`config.mk`:
```
export PLATFORM = sky130hd
export DESIGN_NAME = fixed_partition_fit_allocator_top
export DESIGN_NICKNAME = d
export VERILOG_FILES = /design/src/hw/rtl/fpfa_pkg.sv /design/src/hw/rtl/fpfa_table.sv /design/src/hw/rtl/fpfa_fit_unit.sv /design/src/hw/rtl/fixed_partition_fit_allocator_top.sv
export SDC_FILE = /design/constraint.sdc
export NUM_CORES = 1
export LEC_CHECK = 0
export ABC_AREA = 1
export BUFFER_PORTS_ARGS = -buffer_cell sky130_fd_sc_hd__buf_2
export CORE_UTILIZATION = 45
export DETAILED_ROUTE_END_ITERATION = 6
export MAX_ROUTING_LAYER = met4
export PLACE_DENSITY = 0.64
export SYNTH_ARGS = -nofsm -noshare
export SYNTH_HDL_FRONTEND = slang
export SYNTH_SLANG_ARGS = --single-unit
```
`constraint.sdc`:
```
create_clock -name clk -period 3.73 [get_ports clk]
set_clock_uncertainty 0.2 [all_clocks]
set_input_delay 0.746 -clock clk [delete_from_list [all_inputs] [get_ports clk]]
set_output_delay 0.746 -clock clk [all_outputs]
set_load 0.02 [all_outputs]
```
`src/hw/rtl/fpfa_pkg.sv`:
```
// Shared types and constants for the fixed partition fit allocator.
`timescale 1ns / 1ps
`default_nettype none

package fpfa_pkg;

    localparam int PARTITIONS   = 16;
    localparam int SIZE_BITS    = 16;
    localparam int PROCESS_BITS = 8;

    localparam int IDX_W   = $clog2(PARTITIONS);
    localparam int LIM_W   = $clog2(PARTITIONS + 1);
    localparam int REQ_W   = 16;
    localparam int PID_W   = 8;
    localparam int PIDX_W  = 4;
    localparam int CMP_W   = (SIZE_BITS > REQ_W) ? SIZE_BITS : REQ_W;

    localparam int MODE_W  = 2;
    localparam int PARTS_W = 5;
    localparam int PADDR_W = 3;
    localparam int PDATA_W = 32;

    localparam logic [PARTS_W-1:0] PARTS_RESET = PARTS_W'(16);

    typedef enum logic [1:0] {
        OP_LOAD  = 2'd0,
        OP_CLEAR = 2'd1,
        OP_ALLOC = 2'd2,
        OP_READ  = 2'd3
    } op_t;

    typedef enum logic [MODE_W-1:0] {
        FIT_FIRST = 2'd0,
        FIT_BEST  = 2'd1,
        FIT_WORST = 2'd2
    } fit_mode_t;

    localparam logic REG_FIT_MODE      = 1'b0;
    localparam logic REG_PARTS_IN_USE  = 1'b1;

    typedef struct packed {
        logic [1:0]        op;
        logic [PIDX_W-1:0] part_index;
        logic [REQ_W-1:0]  req_size;
        logic [PID_W-1:0]  process_id;
    } in_item_t;

    typedef struct packed {
        logic              found;
        logic [PIDX_W-1:0] granted_index;
        logic              is_taken;
        logic [PID_W-1:0]  owner_id;
        logic [REQ_W-1:0]  stored_size;
    } out_item_t;

    typedef struct packed {
        logic                    size_we;
        logic [IDX_W-1:0]        size_waddr;
        logic [SIZE_BITS-1:0]    size_wdata;
        logic                    grant;
        logic [IDX_W-1:0]        grant_idx;
        logic [PROCESS_BITS-1:0] owner_wdata;
        logic                    clear_all;
        logic [IDX_W-1:0]        rd_addr;
    } tbl_req_t;

    typedef struct packed {
        logic [SIZE_BITS-1:0]    size;
        logic                    taken;
        logic [PROCESS_BITS-1:0] owner;
    } tbl_rd_t;

    typedef struct packed {
        logic              start;
        logic              cand_valid;
        logic [MODE_W-1:0] mode;
    } fit_ctrl_t;

endpackage

`default_nettype wire

```
`src/hw/rtl/fpfa_table.sv`:
```
// Partition table: size and owner memories, taken flags, registered read port.
`timescale 1ns / 1ps
`default_nettype none

module fpfa_table (
    input  wire                clk,
    input  wire                rst_n,
    input  fpfa_pkg::tbl_req_t req,
    output fpfa_pkg::tbl_rd_t  rd
);
    import fpfa_pkg::*;

    logic [SIZE_BITS-1:0]    size_mem [PARTITIONS];
    logic [PROCESS_BITS-1:0] owner_mem [PARTITIONS];
    logic [PARTITIONS-1:0]   taken_reg;
    logic [PARTITIONS-1:0]   taken_next;
    tbl_rd_t                 rd_reg;

    always_comb
    begin
        taken_next = taken_reg;
        if (req.clear_all)
        begin
            taken_next = '0;
        end
        else if (req.grant)
        begin
            taken_next[req.grant_idx] = 1'b1;
        end
    end

    always_ff @(posedge clk or negedge rst_n)
    begin
        if (!rst_n)
        begin
            taken_reg <= '0;
        end
        else
        begin
            taken_reg <= taken_next;
        end
    end

    always_ff @(posedge clk)
    begin
        if (req.size_we)
        begin
            size_mem[req.size_waddr] <= req.size_wdata;
        end
        if (req.grant)
        begin
            owner_mem[req.grant_idx] <= req.owner_wdata;
        end
        rd_reg.size  <= size_mem[req.rd_addr];
        rd_reg.owner <= owner_mem[req.rd_addr];
        rd_reg.taken <= taken_reg[req.rd_addr];
    end

    assign rd = rd_reg;

    a_clear_empties: assert property (@(posedge clk) disable iff (!rst_n)
        req.clear_all |=> (taken_reg == '0))
        else $error("taken flags survive a clear");

    a_grant_marks: assert property (@(posedge clk) disable iff (!rst_n)
        (req.grant && !req.clear_all) |=> taken_reg[$past(req.grant_idx)])
        else $error("granted partition not marked taken");

    a_flags_monotonic: assert property (@(posedge clk) disable iff (!rst_n)
        (!req.clear_all && !req.grant) |=> $stable(taken_reg))
        else $error("taken flags changed without grant or clear");

endmodule

`default_nettype wire

```
`src/hw/rtl/fpfa_fit_unit.sv`:
```
// Shared subtract and compare unit that tracks the best candidate during a scan.
`timescale 1ns / 1ps
`default_nettype none

module fpfa_fit_unit (
    input  wire                           clk,
    input  wire                           rst_n,
    input  fpfa_pkg::fit_ctrl_t           ctrl,
    input  wire [fpfa_pkg::SIZE_BITS-1:0] cand_size,
    input  wire                           cand_taken,
    input  wire [fpfa_pkg::IDX_W-1:0]     cand_idx,
    input  wire [fpfa_pkg::REQ_W-1:0]     need,
    output logic                          have,
    output logic [fpfa_pkg::IDX_W-1:0]    pick
);
    import fpfa_pkg::*;

    logic             have_reg, have_next;
    logic [CMP_W-1:0] best_reg, best_next;
    logic [IDX_W-1:0] pick_reg, pick_next;
    logic [CMP_W:0]   diff;
    logic             fits;
    logic [CMP_W-1:0] left;
    logic [CMP_W-1:0] size_x;
    logic             better;
    logic             take;

    always_comb
    begin
        size_x = CMP_W'(cand_size);
        diff   = {1'b0, size_x} - {1'b0, CMP_W'(need)};
        fits   = !diff[CMP_W] && !cand_taken;
        left   = diff[CMP_W-1:0];
        case (ctrl.mode)
            FIT_BEST:  better = (best_reg >= left);
            FIT_WORST: better = (size_x >= best_reg);
            default:   better = 1'b0;
        endcase
        take = ctrl.cand_valid && fits && (!have_reg || better);

        have_next = have_reg;
        best_next = best_reg;
        pick_next = pick_reg;
        if (ctrl.start)
        begin
            have_next = 1'b0;
        end
        else if (take)
        begin
            have_next = 1'b1;
            pick_next = cand_idx;
            best_next = (ctrl.mode == FIT_BEST) ? left : size_x;
        end
    end

    always_ff @(posedge clk or negedge rst_n)
    begin
        if (!rst_n)
        begin
            have_reg <= 1'b0;
        end
        else
        begin
            have_reg <= have_next;
        end
    end

    always_ff @(posedge clk)
    begin
        best_reg <= best_next;
        pick_reg <= pick_next;
    end

    assign have = have_reg;
    assign pick = pick_reg;

endmodule

`default_nettype wire

```
`src/hw/rtl/fixed_partition_fit_allocator_top.sv`:
```
// Top level: APB registers, operation sequencer and output register.
// Usage:
//   in_valid/in_ready/in_data carry one operation beat (load size, clear all,
//   allocate, read). out_valid/out_ready/out_data return exactly one result
//   beat for every operation accepted, in order.
//   in_ready is high only while the sequencer is idle; one operation is in
//   flight at a time, so a new beat is taken only after the previous result
//   has moved into the output register. Load and clear go straight to the
//   completion step, read passes through a table read step, and allocate
//   scans partitions 0 to limit - 1, where limit is partitions_in_use capped
//   at the table depth, then grants. The scan reads one partition per cycle
//   from the table's single read port into the shared compare unit.
//   The output register holds a result until taken; a new operation may be
//   accepted while it waits, and its own result waits in the sequencer until
//   the output register frees.
//   Reset clears all taken flags, sets fit_mode to first fit and
//   partitions_in_use to 16. Partition sizes are unknown until loaded.
//   The user must write the APB port (fit_mode at 0x0, partitions_in_use at
//   0x4) only while the block is idle; the block does not enforce this.
`timescale 1ns / 1ps
`default_nettype none

module fixed_partition_fit_allocator_top (
    input  wire                          clk,
    input  wire                          rst_n,
    input  wire                          in_valid,
    output logic                         in_ready,
    input  fpfa_pkg::in_item_t           in_data,
    output logic                         out_valid,
    input  wire                          out_ready,
    output fpfa_pkg::out_item_t          out_data,
    input  wire                          psel,
    input  wire                          penable,
    input  wire                          pwrite,
    input  wire [fpfa_pkg::PADDR_W-1:0]  paddr,
    input  wire [fpfa_pkg::PDATA_W-1:0]  pwdata,
    output logic [fpfa_pkg::PDATA_W-1:0] prdata,
    output logic                         pready
);
    import fpfa_pkg::*;

    typedef enum logic [2:0] {
        S_IDLE,
        S_SCAN,
        S_GRANT,
        S_READ,
        S_DONE
    } state_t;

    state_t            state_reg, state_next;
    logic [MODE_W-1:0] mode_reg, mode_next;
    logic [PARTS_W-1:0] parts_reg, parts_next;
    in_item_t          item_reg, item_next;
    out_item_t         res_reg, res_next;
    out_item_t         out_reg, out_next;
    logic              out_valid_reg, out_valid_next;
    logic [LIM_W-1:0]  cnt_reg, cnt_next;
    logic              issue_reg, issue_next;
    logic [IDX_W-1:0]  cand_idx_reg, cand_idx_next;

    logic              accept;
    logic              cfg_we;
    logic [LIM_W-1:0]  limit;
    logic              in_range;
    tbl_req_t          treq;
    tbl_rd_t           trd;
    fit_ctrl_t         fctrl;
    logic              fit_have;
    logic [IDX_W-1:0]  fit_pick;

    fpfa_table u_table (
        .clk   (clk),
        .rst_n (rst_n),
        .req   (treq),
        .rd    (trd)
    );

    fpfa_fit_unit u_fit (
        .clk        (clk),
        .rst_n      (rst_n),
        .ctrl       (fctrl),
        .cand_size  (trd.size),
        .cand_taken (trd.taken),
        .cand_idx   (cand_idx_reg),
        .need       (item_reg.req_size),
        .have       (fit_have),
        .pick       (fit_pick)
    );

    assign pready    = 1'b1;
    assign in_ready  = (state_reg == S_IDLE);
    assign accept    = in_valid && in_ready;
    assign out_valid = out_valid_reg;
    assign out_data  = out_reg;
    assign cfg_we    = psel && penable && pwrite;
    assign limit     = (32'(parts_reg) > PARTITIONS) ? LIM_W'(PARTITIONS) : LIM_W'(parts_reg);

    always_comb
    begin
        case (paddr[2])
            REG_FIT_MODE:     prdata = PDATA_W'(mode_reg);
            REG_PARTS_IN_USE: prdata = PDATA_W'(parts_reg);
            default:          prdata = '0;
        endcase
    end

    always_comb
    begin
        state_next     = state_reg;
        mode_next      = mode_reg;
        parts_next     = parts_reg;
        item_next      = item_reg;
        res_next       = res_reg;
        out_next       = out_reg;
        out_valid_next = out_valid_reg;
        cnt_next       = cnt_reg;
        issue_next     = 1'b0;
        cand_idx_next  = cand_idx_reg;
        in_range       = (32'(item_reg.part_index) < PARTITIONS);

        treq             = '0;
        treq.size_waddr  = IDX_W'(in_data.part_index);
        treq.size_wdata  = SIZE_BITS'(in_data.req_size);
        treq.grant_idx   = fit_pick;
        treq.owner_wdata = PROCESS_BITS'(item_reg.process_id);
        treq.rd_addr     = cnt_reg[IDX_W-1:0];

        fctrl            = '0;
        fctrl.mode       = mode_reg;
        fctrl.cand_valid = issue_reg;

        if (cfg_we)
        begin
            case (paddr[2])
                REG_FIT_MODE:     mode_next  = pwdata[MODE_W-1:0];
                REG_PARTS_IN_USE: parts_next = pwdata[PARTS_W-1:0];
                default:          mode_next  = mode_reg;
            endcase
        end

        if (out_ready)
        begin
            out_valid_next = 1'b0;
        end

        case (state_reg)
            S_IDLE:
            begin
                treq.rd_addr = IDX_W'(in_data.part_index);
                if (accept)
                begin
                    item_next = in_data;
                    res_next  = '0;
                    case (op_t'(in_data.op))
                        OP_LOAD:
                        begin
                            treq.size_we = (32'(in_data.part_index) < PARTITIONS);
                            state_next   = S_DONE;
                        end
                        OP_CLEAR:
                        begin
                            treq.clear_all = 1'b1;
                            state_next     = S_DONE;
                        end
                        OP_ALLOC:
                        begin
                            cnt_next    = '0;
                            fctrl.start = 1'b1;
                            state_next  = S_SCAN;
                        end
                        OP_READ:
                        begin
                            state_next = S_READ;
                        end
                        default:
                        begin
                            state_next = S_DONE;
                        end
                    endcase
                end
            end
            S_SCAN:
            begin
                if (cnt_reg < limit)
                begin
                    issue_next    = 1'b1;
                    cand_idx_next = cnt_reg[IDX_W-1:0];
                    cnt_next      = cnt_reg + LIM_W'(1);
                end
                else
                begin
                    state_next = S_GRANT;
                end
            end
            S_GRANT:
            begin
                if (fit_have)
                begin
                    treq.grant             = 1'b1;
                    res_next.found         = 1'b1;
                    res_next.granted_index = PIDX_W'(fit_pick);
                end
                state_next = S_DONE;
            end
            S_READ:
            begin
                if (in_range)
                begin
                    res_next.granted_index = item_reg.part_index;
                    res_next.is_taken      = trd.taken;
                    res_next.owner_id      = trd.taken ? PID_W'(trd.owner) : '0;
                    res_next.stored_size   = REQ_W'(trd.size);
                end
                state_next = S_DONE;
            end
            S_DONE:
            begin
                if (!out_valid_reg || out_ready)
                begin
                    out_valid_next = 1'b1;
                    out_next       = res_reg;
                    state_next     = S_IDLE;
                end
            end
            default:
            begin
                state_next = S_IDLE;
            end
        endcase
    end

    always_ff @(posedge clk or negedge rst_n)
    begin
        if (!rst_n)
        begin
            state_reg     <= S_IDLE;
            mode_reg      <= FIT_FIRST;
            parts_reg     <= PARTS_RESET;
            out_valid_reg <= 1'b0;
            cnt_reg       <= '0;
            issue_reg     <= 1'b0;
            item_reg      <= '0;
            res_reg       <= '0;
            out_reg       <= '0;
            cand_idx_reg  <= '0;
        end
        else
        begin
            state_reg     <= state_next;
            mode_reg      <= mode_next;
            parts_reg     <= parts_next;
            out_valid_reg <= out_valid_next;
            cnt_reg       <= cnt_next;
            issue_reg     <= issue_next;
            item_reg      <= item_next;
            res_reg       <= res_next;
            out_reg       <= out_next;
            cand_idx_reg  <= cand_idx_next;
        end
    end

    a_one_in_flight: assert property (@(posedge clk) disable iff (!rst_n)
        accept |=> !in_ready)
        else $error("second beat accepted while an operation is in flight");

    a_scan_bound: assert property (@(posedge clk) disable iff (!rst_n)
        (state_reg == S_SCAN) |-> (cnt_reg <= limit))
        else $error("scan counter ran past the partition limit");

    a_result_source: assert property (@(posedge clk) disable iff (!rst_n)
        $rose(out_valid_reg) |-> $past(state_reg == S_DONE))
        else $error("result beat raised outside the completion step");

    a_grant_found: assert property (@(posedge clk) disable iff (!rst_n)
        (state_reg == S_GRANT) |=> (res_reg.found == $past(fit_have)))
        else $error("allocate result disagrees with the fit unit");

endmodule

`default_nettype wire

```
# Yosys cells after proc, flatten, opt, wreduce, memory -nomap -nowiden
# Memory sizes are Yosys's and may differ from the RTL's. A register that Yosys moved wholly into a read port is not among the register bits.
# Cells that the tools add are included.
# totals
ff_bits,147
latch_bits,0
ramBits,384
romBits,0
inputBits,72
memories,2
# classes
add_sub_neg,2
n_mul,0
n_div,0
order_cmp,7
n_eq_ne,15
shifts,0
n_mux,47
bitwise_logic,3
n_reduce_logical,34
# memory_table
memory,words,word_bits,read_ports,rd_clocked_by_memory_dff,wr,line,source
u_table.size_mem,16,16,1,1,1,fpfa_table.sv:13,logic [SIZE_BITS-1:0] size_mem [PARTITIONS];
u_table.owner_mem,16,8,1,1,1,fpfa_table.sv:14,logic [PROCESS_BITS-1:0] owner_mem [PARTITIONS];
# ops
operator,count
$pmux 32 s2,1
$pmux 25 s2,1
$mux 16,3
$ge 16x16->1,2
$mux 30,1
$mux 5,6
$mux 1,23
$sub 16x16->17,1
$or 16x16->16,1
$reduce_and 2->1,7
$pmux 3 s4,1
$pmux 4 s3,1
$lt 4x5->1 const B,2
$pmux 5 s2,1
$reduce_bool 2->1,5
$mux 3,3
$pmux 3 s3,1
$reduce_and 3->1,3
$mux 8,1
$logic_and 1x1->1,7
$eq 2x2->1 const B,3
$eq 3x2->1 const B,2
$ne 2x1->1 const B,3
$ne 2x2->1 const B,3
18 further kinds,26

# Depth between registers and ports, before layout
# logic_depth
word_depth,7
mapped_depth,21

# By module
# From an unflattened synthesis, not the netlist that was laid out.
# hier_totals
hier_cells,2623
hier_area_um2,25331.8
# modules_own_cells
module,n_inst,cells_per_inst,area_per_inst_um2,seq_area_each_um2
fpfa_table,1,1736,17941.0,12431.9
fixed_partition_fit_allocator_top,1,547,4835.9,2728.9
fpfa_fit_unit,1,340,2555.0,625.6

# Worst setup path after synthesis
# OpenSTA, ideal clock, no wires.
# synth_path
path_type,register to register
startpoint,reg u_table.rd[9] (netlist name)
endpoint,"reg u_fit.best_reg[0], enable pin"
setup_ps,404
arrival_ps,3389
slack_ps,-262
path_stages_with_launch,21
n_path_buf,0
path_cell_list,dfxtp_1 -> inv_1 -> ha_1 -> inv_1 -> fa_1 -> nand3_1 -> nand3_1 -> nand3_1 -> nand2_1 -> a21oi_1 -> xor2_1 -> ha_1 -> nand2_1 -> o21bai_1 -> a21oi_1 -> nor2_1 -> nand2_1 -> nand2_1 -> nand2_1 -> nand2_1 -> a21oi_1
# synth_via
elab_chain_len,6
elab_cells_between_ends,10
classes_between,add/sub: 1; order compare: 2; mux: 1; reduce/logical: 6
# synth_lines
item,line,source
$sub 16x16->17,fpfa_fit_unit.sv:31,"diff = {1'b0, size_x} - {1'b0, CMP_W'(need)};"
$ge 16x16->1 / $logic_not 1->1 (equally long branches),"fpfa_fit_unit.sv:35, fpfa_fit_unit.sv:32",
$pmux 1 s2 / $logic_and 1x1->1 (equally long branches),"fpfa_fit_unit.sv:34, fpfa_fit_unit.sv:32",
$logic_or 1x1->1 / $logic_and 1x1->1 (equally long branches),fpfa_fit_unit.sv:39,take = ctrl.cand_valid && fits && (!have_reg || better);
$logic_and 1x1->1 *,fpfa_fit_unit.sv:39,
$reduce_and 2->1 (no line) *,n/a,
to (signal assigned),fpfa_fit_unit.sv:70,best_reg <= best_next;
to (decl),fpfa_fit_unit.sv:19,"logic [CMP_W-1:0] best_reg, best_next;"
# Mark *: on every way between the ends. The rest lies on a longest branch, timed or not.
# A chain may end at the register's enable or synchronous reset.

# Final worst setup path
# layout_path
startpoint,reg item_reg[8] (netlist name)
endpoint,"reg u_fit.best_reg[1], enable pin"
# layout_via
elab_chain_len,6
elab_cells_between_ends,9
classes_between,add/sub: 1; order compare: 1; mux: 1; reduce/logical: 6
# layout_lines
item,line,source
from (decl),fixed_partition_fit_allocator_top.sv:53,"in_item_t item_reg, item_next;"
from (signal assigned),fixed_partition_fit_allocator_top.sv:255,item_reg <= item_next;
$sub 16x16->17 *,fpfa_fit_unit.sv:31,
$ge 16x16->1 / $logic_not 1->1 (equally long branches),"fpfa_fit_unit.sv:35, fpfa_fit_unit.sv:32",
$pmux 1 s2 / $logic_and 1x1->1 (equally long branches),"fpfa_fit_unit.sv:34, fpfa_fit_unit.sv:32",
$logic_or 1x1->1 / $logic_and 1x1->1 (equally long branches),fpfa_fit_unit.sv:39,
$logic_and 1x1->1 *,fpfa_fit_unit.sv:39,
$reduce_and 2->1 (no line) *,n/a,
# Marks and branches as above.

==> impl_metrics.ini <==
[run_status]
status = finished, final reports clean

[routing]
ant_nets = 0
drt-total-wl_um = 55900
via_count = 15800
dr.pass1.iters = 7
avgViaCountPerCell = 5.40
drc_errors = 0
wl_per_cell_um = 19.1
detailedRoute.firstIterationViolations = 1292

[placed_design]
pre_cts_slack_ps = 63.5
dp.final_hpwl_um = 33700
port_buffers = 79
dp.cells = 2808
globalplace.congestion = 0.947

[timing]
worst_slew_margin_rel_pct = 29.7
rsz0062_at_grt = no
finalSetupViolCount = 0
worst_margin_slew_ps = 1050
finalCriticalPeriod_ps = 3550
layout_worst_path_cycle_share_pct = 95.1
finalMaxSlewViolations = 0
timing.final.ws_setup_ps = 185
final-hold-violation-count = 0
fin_setup_tns_ps = 0
max_freq_mhz = 282

[synthesis]
synth.mux.area_fraction_pct = 0.142
synth_warnings = 0
yosys_reg_bits = 555
synth.most_common_cell = sky130_fd_sc_hd__edfxtp_1
combinational_family_with_the_most_area_after_synthesis = compound AO/OA/AOI/OAI gates
yosysUniqueCellTypes = 44
netlist_instances = 2103
post_synth.cell_area_avg_sq_um = 11.3
yosysTopAreaCellShare_pct = 51.1
netlist_top_cells_area = sky130_fd_sc_hd__edfxtp_1 (51%), sky130_fd_sc_hd__dfrtp_1 (13%), sky130_fd_sc_hd__o211ai_1 (6.2%)
synth_enable_flop_cells = 404
synthXorXnorAreaFrac_pct = 0.443
syn-cell-area_sq_mm = 0.0237
synth.largest_area_cell = sky130_fd_sc_hd__edfxtp_1
ys.flop_type = sky130_fd_sc_hd__edfxtp_1
synth_simple_gate_area_share_pct = 10.9
post_synth_fa_ha_maj_area_fraction_pct = 2.98
post_synth_most_frequent_cells = sky130_fd_sc_hd__edfxtp_1 (404), sky130_fd_sc_hd__nand2_1 (356), sky130_fd_sc_hd__inv_1 (232)
asyncSetResetFlopFracSynth_pct = 22.7
ys_seq_area_share_pct = 66.5
area_fraction_in_compound_gates_after_synthesis_pct = 12.4

[power_and_ir_drop]
total_power_w = 0.0231
internal-power_w = 0.0141
ir_drop_mv = 0.547
p_comb_share_pct = 40.3
powerDensity_mw_per_mm2 = 853
leakage_power_nw = 10.7
p_sw_w = 0.00904
clkPwrFrac_pct = 24.1
p_sw_share_pct = 39.1
relative_contribution_of_sequential_cells_to_total_power_pct = 35.6

[cts]
worstSkewPairLatency_ps = 620
clk_path_buf_depth = 3
clock_tree_sinks = 555
root_buffer = sky130_fd_sc_hd__clkbuf_16
cts_tree = built
cts_inserted_buffers = 56
depth_of_the_cts_h_tree = 2
clk_transition_reported_paths_ps = 60

[setup_path]
critical_path.startpoint_type = flip-flop
worstPathArrival_ps = 3660
cp-end-kind = flip-flop
crit_required_ps = 3840
reg2regPathDepth = 19
path_class = flip-flop to flip-flop
worst-path-max-fanout = 8

[finish]
finish.net_count = 2323
largest_registers = u_table.size_mem: 256 flops, u_table.owner_mem: 128 flops
area_growth_syn_to_layout_pct = 14.1
largest_register_ffs = 256
drive_above_1_share_pct = 12.7
most_flop_heavy_register = u_table.size_mem
fillCellCount = 4388
final_cell_count_no_fill = 2924

[min_path]
hold_depth = 3
hold_class = input port to flip-flop

[floorplan]
placeableCoreArea_sq_mm = 0.0517
effective_utilization_at_floorplan_pct = 45.9
chipWidth_um = 232
placementRows = 83
ios = 137
die_h_um = 232
die-area_sq_mm = 0.0536

[global_route]
track_usage_pct = 21.5
globalRoute.totalOverflow = 0
pin_count_of_the_biggest_net_entering_global_routing = 76
first_global_vias = 15000
grt_antenna_before_repair = 5
grt_pass1_wl_um = 85700

[run]
timing.max_cap.violations = 0
==> through the flow <==
stage / hold slack [ps] / util (%) / area (sq um)
after CTS: 104 / 51.8 / 26800
after global placement: 235 / 48.3 / 25000
after global routing: 130 / 52.3 / 27100
after floorplan: 225 / - / 23800
final: 133 / 52.3 / 27100
after detailed placement: 243 / 48.3 / 25000
==> worst max-delay path: stages, from the launching register on <==
cell,delay (ps)
sky130_fd_sc_hd__dfrtp_1,360
sky130_fd_sc_hd__ha_1,160
sky130_fd_sc_hd__inv_2,50
sky130_fd_sc_hd__fa_2,390
sky130_fd_sc_hd__nand3_2,100
sky130_fd_sc_hd__nand3_4,90
sky130_fd_sc_hd__buf_4,150
sky130_fd_sc_hd__nand3_1,70
sky130_fd_sc_hd__nand3_2,120
sky130_fd_sc_hd__xnor2_2,160
sky130_fd_sc_hd__ha_1,280
sky130_fd_sc_hd__nand4_1,140
sky130_fd_sc_hd__nor3_2,200
sky130_fd_sc_hd__nand2_1,80
sky130_fd_sc_hd__nand2_2,70
sky130_fd_sc_hd__nand2_1,50
sky130_fd_sc_hd__nand2_1,90
sky130_fd_sc_hd__nand2_2,60
sky130_fd_sc_hd__a21oi_4,240
sky130_fd_sc_hd__clkbuf_16,200
==> metal layers <==
metal / wire length (um) / vias up / track usage [%] / share of wire [%]
li1: - / 7459 / - / -
met1: 24300 / 7684 / 28.5 / 44
met2: 26500 / 556 / 34.3 / 47
met3: 3760 / 83 / 3.14 / 6.7
met4: 1280 / 0 / 6.76 / 2.3
met5: 0 / - / - / 0
==> layout by cell type, fill, tap and decap left out, types with 3 or more instances in the layout <==
cell type	netlist	layout
sky130_fd_sc_hd__clkbuf_1	50	15
sky130_fd_sc_hd__nand3b_1	3	3
sky130_fd_sc_hd__inv_6	0	3
sky130_fd_sc_hd__buf_4	35	42
sky130_fd_sc_hd__o21ai_4	1	4
sky130_fd_sc_hd__dfrtp_1	125	125
sky130_fd_sc_hd__nor3_1	9	8
sky130_fd_sc_hd__o21a_1	5	5
sky130_fd_sc_hd__a21oi_2	0	8
sky130_fd_sc_hd__inv_2	2	6
sky130_fd_sc_hd__nor2_1	163	147
sky130_fd_sc_hd__o211ai_1	196	196
sky130_fd_sc_hd__bufinv_16	0	6
sky130_fd_sc_hd__xor2_1	6	6
sky130_fd_sc_hd__buf_2	38	78
sky130_fd_sc_hd__o21ai_0	212	211
sky130_fd_sc_hd__diode_2	0	3
sky130_fd_sc_hd__dfxtp_2	0	4
sky130_fd_sc_hd__conb_1	2	28
sky130_fd_sc_hd__ha_4	0	4
sky130_fd_sc_hd__nand3_1	88	83
sky130_fd_sc_hd__nor2_2	1	17
sky130_fd_sc_hd__inv_1	232	228
sky130_fd_sc_hd__mux2_2	3	3
sky130_fd_sc_hd__nor3_2	2	3
sky130_fd_sc_hd__nand2_1	356	350
sky130_fd_sc_hd__nand2_2	0	5
sky130_fd_sc_hd__buf_12	0	12
sky130_fd_sc_hd__nand4_1	6	6
sky130_fd_sc_hd__o21bai_1	8	7
sky130_fd_sc_hd__dfxtp_1	25	21
sky130_fd_sc_hd__ha_1	55	51
sky130_fd_sc_hd__and3_1	3	3
sky130_fd_sc_hd__clkbuf_16	0	58
sky130_fd_sc_hd__clkinv_1	1	10
sky130_fd_sc_hd__xnor2_1	6	5
sky130_fd_sc_hd__a21oi_1	42	33
sky130_fd_sc_hd__edfxtp_1	404	404
sky130_fd_sc_hd__clkinv_2	0	10
sky130_fd_sc_hd__nand3_2	0	3
==> path summary, 6_finish.rpt <==
kind,startpoint,to,slack (ps)
setup / recovery,item_reg[8],u_fit.best_reg[1],180
max in group asynchronous,rst_n,item_reg[8],2020
min in group asynchronous,rst_n,res_reg[22],530
setup reg to reg,item_reg[8],u_fit.best_reg[1],180
hold / removal,in_data[5],item_reg[5],130
hold reg to reg,cand_idx_reg[2],u_fit.pick[2],260
==> layout make-up <==
class / count / area, sq um / share of cell area (%)
antenna: 3 / 7.51 / 0.0277
clock buffer: 74 / 1510 / 5.58
clock inverter: 30 / 308 / 1.14
inverter: 235 / 882 / 3.26
multi-input combinational: 1211 / 6720 / 24.8
sequential: 555 / 15800 / 58.3
tap: 680 / 851 / 3.14
timing repair buffer: 136 / 1000 / 3.71
==> power by group through the flow <==
stage | combinational, W | clock, W | sequential (W)
after global placement | 0.00860 | 0 | 0.00830
after detailed placement | 0.00880 | 0 | 0.00833
after floorplan | 0.00616 | 0 | 0.00821
after CTS | 0.00885 | 0.00564 | 0.00821
after global routing | 0.0104 | 0.00585 | 0.00831
final | 0.00931 | 0.00556 | 0.00823
==> kinds of logic after synthesis <==
logic type	count (synthesis)
buffers and inverters	363
other	2
AND/OR/NAND/NOR	635
XOR/XNOR	12
flip-flops	555
AO/OA/AOI/OAI	477
adder cells (fa/ha/maj)	56
multiplexers	3
==> timing repair <==
item / 4_1_cts / 5_1_grt
hold buffers: 1 / 0
buffers inserted: 0 / 7
gates resized for setup: 0 / 41
endpoints found under the hold margin: 65 / 0
endpoints found under the setup margin: 0 / 20
Power figures use the tool's default switching activity.
